==> config.mk <==
export PLATFORM = sky130hd
export DESIGN_NAME = media_packet_deframer
export DESIGN_NICKNAME = d
export VERILOG_FILES = /design/src/design/mpd_pkg.sv /design/src/design/mpd_ctrl.sv /design/src/design/mpd_dp.sv /design/src/design/media_packet_deframer.sv
export SDC_FILE = /design/constraint.sdc
export NUM_CORES = 1
export LEC_CHECK = 0
export ABC_CLOCK_PERIOD_IN_PS = 4700
export BUFFER_PORTS_ARGS = -buffer_cell sky130_fd_sc_hd__clkbuf_2
export CAP_MARGIN = 20
export CELL_PAD_IN_SITES_DETAIL_PLACEMENT = 0
export CELL_PAD_IN_SITES_GLOBAL_PLACEMENT = 1
export CORE_MARGIN = 1.5
export CORE_UTILIZATION = 52
export CTS_BUF_LIST = sky130_fd_sc_hd__clkbuf_8
export DETAILED_ROUTE_END_ITERATION = 10
export PLACE_DENSITY_LB_ADDON = 0.1
export SLEW_MARGIN = 20
export SYNTH_ARGS = -nofsm -noshare
export SYNTH_HDL_FRONTEND = slang
export SYNTH_HIERARCHICAL = 1
export SYNTH_SLANG_ARGS = --single-unit
==> constraint.sdc <==
create_clock -name clk -period 4.7 [get_ports clk]
set_clock_uncertainty 0.2 [all_clocks]
set_input_delay 0.94 -clock clk [delete_from_list [all_inputs] [get_ports clk]]
set_output_delay 0.94 -clock clk [all_outputs]
set_load 0.02 [all_outputs]
==> src/design/mpd_pkg.sv <==
// Package for the media packet deframer: sizes, codes and the types that
// pass between the controller and the datapath. Depends on nothing.
`default_nettype none

package mpd_pkg;

    // Depth of the stored codec config and the widths that follow from it.
    localparam int CONFIG_DEPTH = 64;
    localparam int ADDR_W       = (CONFIG_DEPTH > 1) ? $clog2(CONFIG_DEPTH) : 1;
    localparam int CLEN_W       = $clog2(CONFIG_DEPTH + 1);

    // Last byte position of each header section, and the header split.
    localparam logic [3:0] CODEC_LAST_POS = 4'd3;
    localparam logic [3:0] SIZE_LAST_POS  = 4'd7;
    localparam logic [3:0] HDR_SPLIT_POS  = 4'd8;
    localparam logic [3:0] HDR_LAST_POS   = 4'd11;

    // Codec words as they appear in the stream.
    localparam logic [31:0] WORD_DISABLED = 32'h0000_0000;
    localparam logic [31:0] WORD_DEV_ERR  = 32'h0000_0001;
    localparam logic [31:0] WORD_H264     = 32'h6832_3634;
    localparam logic [31:0] WORD_H265     = 32'h6832_3635;
    localparam logic [31:0] WORD_AV1      = 32'h0061_7631;
    localparam logic [31:0] WORD_OPUS     = 32'h6f70_7573;
    localparam logic [31:0] WORD_AAC      = 32'h0061_6163;
    localparam logic [31:0] WORD_RAW      = 32'h0072_6177;

    // Codec codes reported on the output.
    localparam logic [2:0] CODEC_H264 = 3'd0;
    localparam logic [2:0] CODEC_H265 = 3'd1;
    localparam logic [2:0] CODEC_AV1  = 3'd2;
    localparam logic [2:0] CODEC_OPUS = 3'd3;
    localparam logic [2:0] CODEC_AAC  = 3'd4;
    localparam logic [2:0] CODEC_RAW  = 3'd5;

    // Result kinds.
    localparam logic [1:0] KIND_INFO   = 2'd0;
    localparam logic [1:0] KIND_PACKET = 2'd1;
    localparam logic [1:0] KIND_ENDED  = 2'd2;

    // End-of-stream status codes.
    localparam logic [1:0] STAT_DISABLED    = 2'd0;
    localparam logic [1:0] STAT_DEV_ERR     = 2'd1;
    localparam logic [1:0] STAT_UNSUPPORTED = 2'd2;
    localparam logic [1:0] STAT_CFG_LARGE   = 2'd3;

    // Controller phases.
    typedef enum logic [2:0] {
        PH_CODEC,
        PH_SIZE,
        PH_HEADER,
        PH_PAYLOAD,
        PH_REPLAY,
        PH_ENDED
    } mpd_phase_t;

    // Datapath operations issued by the controller.
    typedef enum logic [3:0] {
        OP_IDLE,
        OP_CODEC_SHIFT,
        OP_CODEC_DONE,
        OP_SIZE_SHIFT,
        OP_SIZE_DONE,
        OP_HDR_SHIFT,
        OP_HDR_DONE,
        OP_PAY_BYTE,
        OP_REPLAY_BYTE
    } mpd_op_t;

    // Which result row the output register loads.
    typedef enum logic [1:0] {
        ROW_STATUS,
        ROW_INFO,
        ROW_PAYLOAD,
        ROW_REPLAY
    } mpd_row_t;

    // Class of a completed codec word.
    typedef enum logic [2:0] {
        WC_DISABLED,
        WC_DEV_ERR,
        WC_AUDIO,
        WC_VIDEO,
        WC_UNKNOWN
    } mpd_word_t;

    // Command from the controller to the datapath.
    typedef struct packed {
        mpd_op_t    op;
        logic       emit;
        mpd_row_t   row;
        logic [1:0] status;
    } mpd_cmd_t;

    // Status from the datapath to the controller.
    typedef struct packed {
        logic [3:0] byte_pos;
        mpd_word_t  word_class;
        logic       size_zero;
        logic       hdr_cfg;
        logic       video;
        logic       config_held;
        logic       oversize;
        logic       last_byte;
        logic       replay_last;
    } mpd_stat_t;

endpackage : mpd_pkg

`default_nettype wire

==> src/design/mpd_ctrl.sv <==
// Controller of the media packet deframer: phase state machine, input and
// output handshakes. Depends on mpd_pkg.
`default_nettype none

module mpd_ctrl (
    input  wire logic              clk,
    input  wire logic              rst_n,
    input  wire logic              in_valid,
    output logic                   in_ready,
    output logic                   out_valid,
    input  wire logic              out_ready,
    input  wire mpd_pkg::mpd_stat_t stat,
    output mpd_pkg::mpd_cmd_t      cmd
);
    import mpd_pkg::*;

    mpd_phase_t phase_reg;
    mpd_phase_t phase_next;
    logic       out_valid_reg;
    logic       out_valid_next;
    logic       slot_free;
    logic       take;

    // The output register may load when it is empty or drained this cycle.
    assign slot_free = !out_valid_reg || out_ready;
    assign in_ready  = slot_free && (phase_reg != PH_REPLAY);
    assign take      = in_valid && in_ready;
    assign out_valid = out_valid_reg;

    // Next phase.
    always_comb
    begin
        phase_next = phase_reg;
        case (phase_reg)
            PH_CODEC:
            begin
                if (take && stat.byte_pos == CODEC_LAST_POS)
                begin
                    case (stat.word_class)
                        WC_AUDIO: phase_next = PH_HEADER;
                        WC_VIDEO: phase_next = PH_SIZE;
                        default:  phase_next = PH_ENDED;
                    endcase
                end
            end
            PH_SIZE:
            begin
                if (take && stat.byte_pos == SIZE_LAST_POS)
                begin
                    phase_next = PH_HEADER;
                end
            end
            PH_HEADER:
            begin
                if (take && stat.byte_pos == HDR_LAST_POS && !stat.size_zero)
                begin
                    if (stat.video && stat.hdr_cfg)
                    begin
                        phase_next = stat.oversize ? PH_ENDED : PH_PAYLOAD;
                    end
                    else if (stat.video && stat.config_held)
                    begin
                        phase_next = PH_REPLAY;
                    end
                    else
                    begin
                        phase_next = PH_PAYLOAD;
                    end
                end
            end
            PH_PAYLOAD:
            begin
                if (take && stat.last_byte)
                begin
                    phase_next = PH_HEADER;
                end
            end
            PH_REPLAY:
            begin
                if (slot_free && stat.replay_last)
                begin
                    phase_next = PH_PAYLOAD;
                end
            end
            default:
            begin
                phase_next = PH_ENDED;
            end
        endcase
    end

    // Datapath commands and result emission.
    always_comb
    begin
        cmd.op     = OP_IDLE;
        cmd.emit   = 1'b0;
        cmd.row    = ROW_STATUS;
        cmd.status = STAT_DISABLED;
        case (phase_reg)
            PH_CODEC:
            begin
                if (take)
                begin
                    if (stat.byte_pos == CODEC_LAST_POS)
                    begin
                        cmd.op   = OP_CODEC_DONE;
                        cmd.emit = (stat.word_class != WC_VIDEO);
                        case (stat.word_class)
                            WC_AUDIO:    cmd.row = ROW_INFO;
                            WC_DISABLED: cmd.status = STAT_DISABLED;
                            WC_DEV_ERR:  cmd.status = STAT_DEV_ERR;
                            default:     cmd.status = STAT_UNSUPPORTED;
                        endcase
                    end
                    else
                    begin
                        cmd.op = OP_CODEC_SHIFT;
                    end
                end
            end
            PH_SIZE:
            begin
                if (take)
                begin
                    if (stat.byte_pos == SIZE_LAST_POS)
                    begin
                        cmd.op   = OP_SIZE_DONE;
                        cmd.emit = 1'b1;
                        cmd.row  = ROW_INFO;
                    end
                    else
                    begin
                        cmd.op = OP_SIZE_SHIFT;
                    end
                end
            end
            PH_HEADER:
            begin
                if (take)
                begin
                    if (stat.byte_pos == HDR_LAST_POS)
                    begin
                        cmd.op     = OP_HDR_DONE;
                        cmd.emit   = !stat.size_zero && stat.video && stat.hdr_cfg
                                     && stat.oversize;
                        cmd.status = STAT_CFG_LARGE;
                    end
                    else
                    begin
                        cmd.op = OP_HDR_SHIFT;
                    end
                end
            end
            PH_PAYLOAD:
            begin
                if (take)
                begin
                    cmd.op   = OP_PAY_BYTE;
                    cmd.emit = 1'b1;
                    cmd.row  = ROW_PAYLOAD;
                end
            end
            PH_REPLAY:
            begin
                if (slot_free)
                begin
                    cmd.op   = OP_REPLAY_BYTE;
                    cmd.emit = 1'b1;
                    cmd.row  = ROW_REPLAY;
                end
            end
            default:
            begin
                cmd.op = OP_IDLE;
            end
        endcase
    end

    // Output valid follows loads and drains.
    always_comb
    begin
        out_valid_next = out_valid_reg;
        if (cmd.emit)
        begin
            out_valid_next = 1'b1;
        end
        else if (out_ready)
        begin
            out_valid_next = 1'b0;
        end
    end

    always_ff @(posedge clk or negedge rst_n)
    begin
        if (!rst_n)
        begin
            phase_reg     <= PH_CODEC;
            out_valid_reg <= 1'b0;
        end
        else
        begin
            phase_reg     <= phase_next;
            out_valid_reg <= out_valid_next;
        end
    end

endmodule : mpd_ctrl

`default_nettype wire

==> src/design/mpd_dp.sv <==
// Datapath of the media packet deframer: header shift registers, counters,
// config store and the output register. Depends on mpd_pkg.
`default_nettype none

module mpd_dp (
    input  wire logic              clk,
    input  wire logic              rst_n,
    input  wire logic [7:0]        in_byte,
    input  wire mpd_pkg::mpd_cmd_t cmd,
    output mpd_pkg::mpd_stat_t     stat,
    output logic [1:0]             kind,
    output logic [2:0]             codec,
    output logic [31:0]            frame_width,
    output logic [31:0]            frame_height,
    output logic [1:0]             status,
    output logic [7:0]             data_byte,
    output logic [61:0]            timestamp,
    output logic                   timestamp_valid,
    output logic                   key_frame,
    output logic [32:0]            packet_length,
    output logic                   last_of_packet
);
    import mpd_pkg::*;

    // Control state.
    logic [3:0]        byte_pos_reg;
    logic [3:0]        byte_pos_next;
    logic [2:0]        codec_kind_reg;
    logic [2:0]        codec_kind_next;
    logic              video_reg;
    logic              video_next;
    logic              held_reg;
    logic              held_next;
    logic [CLEN_W-1:0] cfg_len_reg;
    logic [CLEN_W-1:0] cfg_len_next;
    logic [CLEN_W-1:0] ridx_reg;
    logic [CLEN_W-1:0] ridx_next;

    // Payload state.
    logic [63:0] hs_reg;
    logic [63:0] hs_next;
    logic [31:0] sh_reg;
    logic [31:0] sh_next;
    logic [31:0] left_reg;
    logic [31:0] left_next;
    logic [32:0] total_reg;
    logic [32:0] total_next;

    // Config store.
    logic [7:0]        mem [CONFIG_DEPTH];
    logic [7:0]        rd_data_reg;
    logic              rd_en;
    logic [ADDR_W-1:0] rd_addr;
    logic              wr_en;
    logic [ADDR_W-1:0] wr_addr;
    logic [31:0]       wr_off;

    // Output register.
    logic [1:0]  kind_reg;
    logic [2:0]  codec_reg;
    logic [31:0] width_reg;
    logic [31:0] height_reg;
    logic [1:0]  status_reg;
    logic [7:0]  data_reg;
    logic [61:0] ts_reg;
    logic        tsv_reg;
    logic        key_reg;
    logic [32:0] plen_reg;
    logic        last_reg;

    // Row being built.
    logic [1:0]  row_kind;
    logic [2:0]  row_codec;
    logic [31:0] row_width;
    logic [31:0] row_height;
    logic [1:0]  row_status;
    logic [7:0]  row_data;
    logic [61:0] row_ts;
    logic        row_tsv;
    logic        row_key;
    logic [32:0] row_plen;
    logic        row_last;

    logic [63:0] hs_shift;
    logic [31:0] sh_shift;
    logic [2:0]  word_code;
    mpd_word_t   word_class;
    logic        replay_start;

    assign hs_shift = {hs_reg[55:0], in_byte};
    assign sh_shift = {sh_reg[23:0], in_byte};

    // Classify the completed codec word.
    always_comb
    begin
        word_code  = CODEC_H264;
        word_class = WC_UNKNOWN;
        case (sh_shift)
            WORD_DISABLED: word_class = WC_DISABLED;
            WORD_DEV_ERR:  word_class = WC_DEV_ERR;
            WORD_H264:
            begin
                word_code  = CODEC_H264;
                word_class = WC_VIDEO;
            end
            WORD_H265:
            begin
                word_code  = CODEC_H265;
                word_class = WC_VIDEO;
            end
            WORD_AV1:
            begin
                word_code  = CODEC_AV1;
                word_class = WC_VIDEO;
            end
            WORD_OPUS:
            begin
                word_code  = CODEC_OPUS;
                word_class = WC_AUDIO;
            end
            WORD_AAC:
            begin
                word_code  = CODEC_AAC;
                word_class = WC_AUDIO;
            end
            WORD_RAW:
            begin
                word_code  = CODEC_RAW;
                word_class = WC_AUDIO;
            end
            default:
            begin
                word_class = WC_UNKNOWN;
            end
        endcase
    end

    // Status toward the controller.
    always_comb
    begin
        stat.byte_pos    = byte_pos_reg;
        stat.word_class  = word_class;
        stat.size_zero   = (sh_shift == 32'd0);
        stat.hdr_cfg     = hs_reg[63];
        stat.video       = video_reg;
        stat.config_held = held_reg;
        stat.oversize    = (sh_shift > 32'(CONFIG_DEPTH));
        stat.last_byte   = (left_reg <= 32'd1);
        stat.replay_last = ((ridx_reg + 1'b1) == cfg_len_reg);
    end

    // A non-config header with nonzero size in a video stream with held config starts the replay.
    assign replay_start = (cmd.op == OP_HDR_DONE) && (sh_shift != 32'd0) && video_reg
                          && !hs_reg[63] && held_reg;

    // State updates for each operation.
    always_comb
    begin
        byte_pos_next   = byte_pos_reg;
        codec_kind_next = codec_kind_reg;
        video_next      = video_reg;
        held_next       = held_reg;
        cfg_len_next    = cfg_len_reg;
        ridx_next       = ridx_reg;
        hs_next         = hs_reg;
        sh_next         = sh_reg;
        left_next       = left_reg;
        total_next      = total_reg;
        case (cmd.op)
            OP_CODEC_SHIFT:
            begin
                sh_next       = sh_shift;
                byte_pos_next = byte_pos_reg + 4'd1;
            end
            OP_CODEC_DONE:
            begin
                byte_pos_next = 4'd0;
                if (word_class == WC_AUDIO || word_class == WC_VIDEO)
                begin
                    sh_next         = 32'd0;
                    codec_kind_next = word_code;
                    video_next      = (word_class == WC_VIDEO);
                end
                else
                begin
                    sh_next = sh_shift;
                end
            end
            OP_SIZE_SHIFT:
            begin
                hs_next       = hs_shift;
                byte_pos_next = byte_pos_reg + 4'd1;
            end
            OP_SIZE_DONE:
            begin
                hs_next       = 64'd0;
                byte_pos_next = 4'd0;
            end
            OP_HDR_SHIFT:
            begin
                if (byte_pos_reg < HDR_SPLIT_POS)
                begin
                    hs_next = hs_shift;
                end
                else
                begin
                    sh_next = sh_shift;
                end
                byte_pos_next = byte_pos_reg + 4'd1;
            end
            OP_HDR_DONE:
            begin
                sh_next       = sh_shift;
                byte_pos_next = 4'd0;
                if (sh_shift != 32'd0)
                begin
                    total_next = {1'b0, sh_shift};
                    left_next  = sh_shift;
                    if (video_reg && hs_reg[63])
                    begin
                        if (sh_shift <= 32'(CONFIG_DEPTH))
                        begin
                            cfg_len_next = sh_shift[CLEN_W-1:0];
                            held_next    = 1'b1;
                        end
                    end
                    else if (replay_start)
                    begin
                        total_next = {1'b0, sh_shift} + 33'(cfg_len_reg);
                        held_next  = 1'b0;
                        ridx_next  = '0;
                    end
                end
            end
            OP_PAY_BYTE:
            begin
                if (left_reg <= 32'd1)
                begin
                    left_next = 32'd0;
                    hs_next   = 64'd0;
                    sh_next   = 32'd0;
                end
                else
                begin
                    left_next = left_reg - 32'd1;
                end
            end
            OP_REPLAY_BYTE:
            begin
                ridx_next = ridx_reg + 1'b1;
            end
            default:
            begin
                byte_pos_next = byte_pos_reg;
            end
        endcase
    end

    // Config store access: write during a video config payload, read ahead
    // during the replay.
    assign wr_off  = sh_reg - left_reg;
    assign wr_addr = wr_off[ADDR_W-1:0];
    assign wr_en   = (cmd.op == OP_PAY_BYTE) && video_reg && hs_reg[63];
    assign rd_en   = replay_start || (cmd.op == OP_REPLAY_BYTE);

    always_comb
    begin
        if (cmd.op == OP_REPLAY_BYTE)
        begin
            rd_addr = ridx_next[ADDR_W-1:0];
        end
        else
        begin
            rd_addr = '0;
        end
    end

    always_ff @(posedge clk)
    begin
        if (wr_en)
        begin
            mem[wr_addr] <= in_byte;
        end
        if (rd_en)
        begin
            rd_data_reg <= mem[rd_addr];
        end
    end

    // Build the result row.
    always_comb
    begin
        row_kind   = KIND_ENDED;
        row_codec  = codec_kind_reg;
        row_width  = 32'd0;
        row_height = 32'd0;
        row_status = cmd.status;
        row_data   = 8'd0;
        row_ts     = 62'd0;
        row_tsv    = 1'b0;
        row_key    = 1'b0;
        row_plen   = 33'd0;
        row_last   = 1'b0;
        case (cmd.row)
            ROW_STATUS:
            begin
                row_kind = KIND_ENDED;
            end
            ROW_INFO:
            begin
                row_kind   = KIND_INFO;
                row_codec  = codec_kind_next;
                row_status = STAT_DISABLED;
                if (cmd.op == OP_SIZE_DONE)
                begin
                    row_width  = hs_shift[63:32];
                    row_height = hs_shift[31:0];
                end
            end
            default:
            begin
                row_kind   = KIND_PACKET;
                row_status = STAT_DISABLED;
                row_data   = (cmd.row == ROW_REPLAY) ? rd_data_reg : in_byte;
                row_ts     = hs_reg[63] ? 62'd0 : hs_reg[61:0];
                row_tsv    = !hs_reg[63];
                row_key    = hs_reg[62];
                row_plen   = total_reg;
                row_last   = (cmd.row == ROW_PAYLOAD) && (left_reg <= 32'd1);
            end
        endcase
    end

    // Output register, loaded when the controller emits a result.
    always_ff @(posedge clk)
    begin
        if (cmd.emit)
        begin
            kind_reg   <= row_kind;
            codec_reg  <= row_codec;
            width_reg  <= row_width;
            height_reg <= row_height;
            status_reg <= row_status;
            data_reg   <= row_data;
            ts_reg     <= row_ts;
            tsv_reg    <= row_tsv;
            key_reg    <= row_key;
            plen_reg   <= row_plen;
            last_reg   <= row_last;
        end
    end

    // State registers.
    always_ff @(posedge clk or negedge rst_n)
    begin
        if (!rst_n)
        begin
            byte_pos_reg   <= 4'd0;
            codec_kind_reg <= CODEC_H264;
            video_reg      <= 1'b0;
            held_reg       <= 1'b0;
            cfg_len_reg    <= '0;
            ridx_reg       <= '0;
            hs_reg         <= 64'd0;
            sh_reg         <= 32'd0;
            left_reg       <= 32'd0;
            total_reg      <= 33'd0;
        end
        else
        begin
            byte_pos_reg   <= byte_pos_next;
            codec_kind_reg <= codec_kind_next;
            video_reg      <= video_next;
            held_reg       <= held_next;
            cfg_len_reg    <= cfg_len_next;
            ridx_reg       <= ridx_next;
            hs_reg         <= hs_next;
            sh_reg         <= sh_next;
            left_reg       <= left_next;
            total_reg      <= total_next;
        end
    end

    assign kind            = kind_reg;
    assign codec           = codec_reg;
    assign frame_width     = width_reg;
    assign frame_height    = height_reg;
    assign status          = status_reg;
    assign data_byte       = data_reg;
    assign timestamp       = ts_reg;
    assign timestamp_valid = tsv_reg;
    assign key_frame       = key_reg;
    assign packet_length   = plen_reg;
    assign last_of_packet  = last_reg;

endmodule : mpd_dp

`default_nettype wire

==> src/design/media_packet_deframer.sv <==
// Media packet deframer: one stream byte per transfer in, one result per
// transfer out. Each result is registered and appears in the cycle after its
// input transfer. Throughput is one byte per cycle while the output is not
// stalled; a media header that follows a stored video config holds the input
// while the config store's single read port replays it (up to 64 bytes).
// Reset is asynchronous and active low; it returns the block to reading the codec word.
`default_nettype none

module media_packet_deframer (
    input  wire logic         clk,
    input  wire logic         rst_n,
    input  wire logic         s_axis_tvalid,
    output logic              s_axis_tready,
    input  wire logic [7:0]   s_axis_tdata,   // stream_byte[7:0]
    output logic              m_axis_tvalid,
    input  wire logic         m_axis_tready,
    // codec[2:0], frame_width[34:3], frame_height[66:35], status[68:67],
    // data_byte[76:69], timestamp[138:77], timestamp_valid[139],
    // key_frame[140], packet_length[173:141], zero fill[175:174]
    output logic [175:0]      m_axis_tdata,
    output logic [1:0]        m_axis_tuser,   // kind[1:0]
    output logic              m_axis_tlast    // last_of_packet
);
    import mpd_pkg::*;

    mpd_cmd_t    cmd;
    mpd_stat_t   stat;
    logic [1:0]  kind;
    logic [2:0]  codec;
    logic [31:0] frame_width;
    logic [31:0] frame_height;
    logic [1:0]  status;
    logic [7:0]  data_byte;
    logic [61:0] timestamp;
    logic        timestamp_valid;
    logic        key_frame;
    logic [32:0] packet_length;
    logic        last_of_packet;

    // Phase control and handshakes.
    mpd_ctrl u_ctrl (
        .clk       (clk),
        .rst_n     (rst_n),
        .in_valid  (s_axis_tvalid),
        .in_ready  (s_axis_tready),
        .out_valid (m_axis_tvalid),
        .out_ready (m_axis_tready),
        .stat      (stat),
        .cmd       (cmd)
    );

    // Header parsing, config store and output register.
    mpd_dp u_dp (
        .clk             (clk),
        .rst_n           (rst_n),
        .in_byte         (s_axis_tdata),
        .cmd             (cmd),
        .stat            (stat),
        .kind            (kind),
        .codec           (codec),
        .frame_width     (frame_width),
        .frame_height    (frame_height),
        .status          (status),
        .data_byte       (data_byte),
        .timestamp       (timestamp),
        .timestamp_valid (timestamp_valid),
        .key_frame       (key_frame),
        .packet_length   (packet_length),
        .last_of_packet  (last_of_packet)
    );

    // Pack the result fields onto the stream.
    assign m_axis_tdata = {2'b00, packet_length, key_frame, timestamp_valid, timestamp,
                           data_byte, status, frame_height, frame_width, codec};
    assign m_axis_tuser = kind;
    assign m_axis_tlast = last_of_packet;

endmodule : media_packet_deframer

`default_nettype wire
# After elaboration in Yosys (flattened, before gate mapping)

Memory sizes are Yosys's and may differ from the RTL's. A register that Yosys moved wholly into a read port is not among the register bits.
Cells that the tools add are included.

Flip-flop bits (word level): 357
Output and inout bits: 181
Bits in writable memories: 512
Memories: 1
Word-level logic and storage cells: 194
Input bits: 12

Mux-type cells: 61
Reduce and logical (&&, ||, !) cells: 56
Add/subtract/negate cells: 5
Magnitude comparators: 4
Equal/unequal tests: 43

Memory list:

| memory   | depth | width | read ports | clocked after memory_dff | wr ports | RTL line     | source |
|---|---|---|---|---|---|---|---|
| u_dp.mem | 64    | 8     | 1          | 1                        | 1        | mpd_dp.sv:50 | `logic [7:0] mem [CONFIG_DEPTH];` |

Operator list:

| kind                                                           | count |
|---|---|
| one-hot mux 64 bit (4 select lines)                            | 1 |
| 2-to-1 mux 64 bit                                              | 2 |
| == test 32 x 23 -> 1 bit, second input constant                | 3 |
| == test 32 x 31 -> 1 bit, second input constant                | 3 |
| one-hot mux 24 bit (4 select lines)                            | 1 |
| 2-to-1 mux 24 bit                                              | 3 |
| 2-to-1 mux 33 bit                                              | 2 |
| 2-to-1 mux 32 bit                                              | 2 |
| one-hot mux 32 bit (2 select lines)                            | 1 |
| 2-to-1 mux 3 bit                                               | 13 |
| 2-to-1 mux 7 bit                                               | 5 |
| adder 32 x 7 -> 33 bit                                         | 1 |
| == test 32 x 1 -> 1 bit, second input constant                 | 1 |
| greater-than comparator 32 x 7 -> 1 bit, second input constant | 1 |
| <= comparator 32 x 1 -> 1 bit, second input constant           | 1 |
| <= comparator 32 x 7 -> 1 bit, second input constant           | 1 |
| logical NOT 32 bit                                             | 1 |
| nonzero test 32 bit                                            | 1 |
| subtractor 32 x 1 -> 32 bit, second input constant             | 1 |
| one-hot mux 3 bit (5 select lines)                             | 2 |
| == test 4 x 3 -> 1 bit, second input constant                  | 5 |
| logical AND 1 bit                                              | 20 |
| one-hot mux 4 bit (5 select lines)                             | 1 |
| 2-to-1 mux 6 bit                                               | 3 |
| 41 further kinds                                               | 94 |

# Longest topological paths before layout

Word-level depth: 19
Mapped depth: 18
Depth with buffers taken out: 13

# By module

Netlist, hierarchy kept.

Modules (own cells, without submodules):

| module                | cells an instance | area each (µm²) | seq. area each (µm²) | instances |
|---|---|---|---|---|
| mpd_dp                | 2994              | 36917.9         | 25334.3              | 1 |
| mpd_ctrl              | 81                | 629.4           | 100.1                | 1 |
| media_packet_deframer | 5                 | 33.8            | 0.0                  | 1 |

# Worst setup path after synthesis

OpenSTA, ideal clock, no wires.

Path type: input -> register
Start point: input m_axis_tready
End point: register u_dp.rd_data_reg[5], read port of u_dp.mem (data pin)
Buffers on the path: 2
Slack: 0.108 ns
Stages on the path: 14
Library setup time: 0.262 ns
Data required time: 4.238 ns
Data arrival time: 4.130 ns
Cells stage by stage: or2b_4 > nand2_1 > nor4_4 > o2bb2ai_1 > a221o_1 > or4b_2 > buf_2 > nor2_1 > buf_2 > nor3_1 > a2111oi_0 > nand3_1 > a211oi_1 > a21oi_1

RTL lines:

| item            | RTL line                    | source |
|---|---|---|
| start, declared | media_packet_deframer.sv:16 | `input wire logic m_axis_tready,` |
| end, declared   | mpd_dp.sv:51                | `logic [7:0] rd_data_reg;` |

==> results.sh <==
export IMPL_worst_skew_pair_late_latency_ns=0.79
export IMPL_finalPower_mw=23.0
export IMPL_crit_slowest_cell="sky130_fd_sc_hd__or4b_2"
export IMPL_slew_limit_headroom_pct=35.2
export IMPL_power_density_over_cell_area_nw_per_um2=526
export IMPL_yosys_cell_types_count=83
export IMPL_ir_drop_mv=0.419
export IMPL_final_hold_viol_count=0
export IMPL_run_status="finished clean"
export IMPL_clock_sinks=877
export IMPL_cts_tree="built"
export IMPL_timing_critical_path_fanout_max=23
export IMPL_worst_endpoint_arrival_ns=4.92
export IMPL_max_clock_freq_ghz=0.217
export IMPL_via_count=26300
export IMPL_synth_most_common_cell="sky130_fd_sc_hd__edfxtp_1"
export IMPL_grt_max_degree=114
export IMPL_cts_made_buffers=143
export IMPL_ys_top_cells_by_area="sky130_fd_sc_hd__edfxtp_1, sky130_fd_sc_hd__dfrtp_1, sky130_fd_sc_hd__nand2_1, sky130_fd_sc_hd__nand3_1, sky130_fd_sc_hd__and2_1"
export IMPL_yosysSeqAreaShare_pct=67.7
export IMPL_first_global_vias=25700
export IMPL_fin_worst_hold_slack_ns=0.0889
export IMPL_regArea_um2=25400
export IMPL_gp_routability_congestion=0.894
export IMPL_post_dp_hpwl_um=67700
export IMPL_synth_instances=3080
export IMPL_final_cells=4518
export IMPL_full_die_area_um2=73900
export IMPL_global_route_wire_length_before_repair_um=155000
export IMPL_syn_mean_instance_area_um2=12.2
export IMPL_area_delta_synth_final_pct=16.6
export IMPL_drt_total_wl_um=102000
export IMPL_p_leak_nw=16.8
export IMPL_placedCellCount=4256
export IMPL_num_io_pins=193
export IMPL_synth_enable_flop_cells=697
export IMPL_coreArea_um2=71500
export IMPL_postSynthRegisterBits=877
export IMPL_critPathKind="reg -> reg"
export IMPL_io_buffers=190
export IMPL_filler_cell_count=5677
export IMPL_timing_max_cap_violations=0
export IMPL_finalCoreUtilization_pct=61.3
export IMPL_drt_initial_drc_count=2937
export IMPL_finalCritPeriodShare_pct=97.9
export IMPL_clkTransAtPathRegs_ns=0.06
export IMPL_post_route_min_period_ns=4.60
export IMPL_drive_above_1_share_pct=18.9
export IMPL_grt_antenna_before_repair=4
export IMPL_clock_tree_htree_level_count=4
export IMPL_synth_cells_most_frequent="sky130_fd_sc_hd__edfxtp_1, sky130_fd_sc_hd__nand2_1, sky130_fd_sc_hd__nand3_1"
export IMPL_initial_utilization_pct=52.6
export IMPL_nets=3481
export IMPL_pre_cts_slack_ns=-0.518
export IMPL_cts_root_buffer_cell="sky130_fd_sc_hd__clkbuf_8"
export IMPL_timing_setup_tns_ns=0
export IMPL_start_kind="flop"
export IMPL_placedInstanceArea_um2=41200
export IMPL_synth_top_cell_area_share_pct=55.7
export IMPL_route_detailed_drc=0
export IMPL_crit_chain="or3b_1, nand2_4, o2bb2ai_1, a221o_1, or4b_2, buf_4, o21ai_0, and3_1, a311oi_1, a311oi_1, a21oi_1, buf_4, a21oi_1, a21oi_1"
export IMPL_synth_area_leader_cell="sky130_fd_sc_hd__edfxtp_1"
export IMPL_dr_pass1_iters=5
export IMPL_cts_root_to_sink_buffers=3
export IMPL_largest_register_ff_count=512
export IMPL_slew_viol_final=0
export IMPL_cp_capture_type="flop"
export IMPL_die_h_um=272
export IMPL_worst_slew_pin_transition_ns=0.964
export IMPL_unrepaired_setup_endpoints_after_global_routing="false"
export IMPL_post_synth_instance_area_um2=37600
export IMPL_global_route_usage_total_pct=27.7
export IMPL_placement_rows=98
export IMPL_slack_of_the_critical_path_ns=0.100
export IMPL_synth_warning_count=6
export IMPL_setup_violations_final=0
export IMPL_route_detailed_vias_per_inst=5.81
export IMPL_die_w_um=272
export IMPL_cpMostUsedCell="sky130_fd_sc_hd__a21oi_1"
export IMPL_holdBufCountCts=0
export IMPL_synthFlopType="sky130_fd_sc_hd__edfxtp_1"
export IMPL_number_of_buffers_inserted_to_repair_setup_after_cts=0
export IMPL_worst_path_largest_cell_delay_ns=0.87
export IMPL_ant_nets=0
export IMPL_routed_wire_length_per_instance_um=22.5
export IMPL_final_cell_area_um2=43800
export IMPL_proportion_of_register_bits_with_asynchronous_set_or_reset_after_synthesis_pct=20.5
export IMPL_crit_required_ns=5.02
export IMPL_min_delay_path_class="in -> async"
export IMPL_global_route_overflow_total=0
export IMPL_multi_input_area_um2=10900
==> power by group <==
part / internal, mW / switching (mW)
registers: 9.61 / 0.907
logic: 2.12 / 4.28
clock network: 3.08 / 3.02
total: 14.8 / 8.21
==> metal layers <==
metal	track usage, %	share of wire, %
met1	38.3	42
met2	44.5	48
met3	4.78	7.5
met4	9.56	2.8
met5	0	0
==> cell usage in the layout (no fill, tap or decap), types with 49 or more instances in the layout <==
master                     count
sky130_fd_sc_hd__a311oi_1     52
sky130_fd_sc_hd__and2_1      168
sky130_fd_sc_hd__o21ai_1      53
sky130_fd_sc_hd__dfrtp_1     179
sky130_fd_sc_hd__a21oi_1      65
sky130_fd_sc_hd__inv_1       150
sky130_fd_sc_hd__nor2_1      148
sky130_fd_sc_hd__nor3_1       53
sky130_fd_sc_hd__nand2_1     468
sky130_fd_sc_hd__clkbuf_8    150
sky130_fd_sc_hd__o21ai_0     125
sky130_fd_sc_hd__clkbuf_2    188
sky130_fd_sc_hd__nand3_1     246
sky130_fd_sc_hd__and3_1       49
sky130_fd_sc_hd__edfxtp_1    697
sky130_fd_sc_hd__buf_4       218
==> critical path: cells and delay by family (launching register included) <==
family / cells / cell delay (ns)
AOI/OAI and AO/OA: 8 / 1.53
DFF: 1 / 0.37
and+or+nand+nor: 4 / 1.73
buffers and inverters: 2 / 0.50
==> kinds of logic after synthesis <==
group                      Yosys count  synth area share (%)
and+or+nand+nor                   1266                  16.2
DFF                                877                  67.7
AOI/OAI and AO/OA                  496                  8.80
buffers and inverters              310                  3.48
muxes                               69                  2.15
xor gates and xnor gates            43                  1.00
adders and majority gates           18                 0.639
other                                1               0.00998
==> worst paths after layout <==
| check | depth (start not counted) | startpoint | to | slack (ns) |
|---|---|---|---|---|
| worst max-delay path | 14 | u_ctrl/phase_reg[0] | u_dp/rd_data_reg[4] | 0.10 |
| worst min-delay path | 1 | rst_n | u_dp/left_reg[20] | 0.09 |
| worst max register to register | 14 | u_ctrl/phase_reg[0] | u_dp/rd_data_reg[4] | 0.10 |
| worst min register to register | 2 | u_dp/total_reg[25] | u_dp/total_reg[25] | 0.27 |
| max in group asynchronous | 2 | rst_n | u_dp/hs_reg[21] | 3.24 |
| min in group clk | 2 | u_dp/total_reg[25] | u_dp/total_reg[25] | 0.27 |
==> repair_timing <==
item / CTS / global route
gates resized for setup: 1 / 1
endpoints found under the setup margin: 1 / 1
endpoints found under the hold margin: 0 / 0
==> area by class of cell <==
type	count	share of cell area, %
multi-input cells	1894	25.0
flip-flops and latches	877	58.1
clock inverters	111	1.33
repair buffers	440	7.41
inverters	95	0.814
well taps	950	2.71
clock buffers	149	4.68
diodes	2	0.0114
Note: power is estimated with default switching activity, not from simulation.
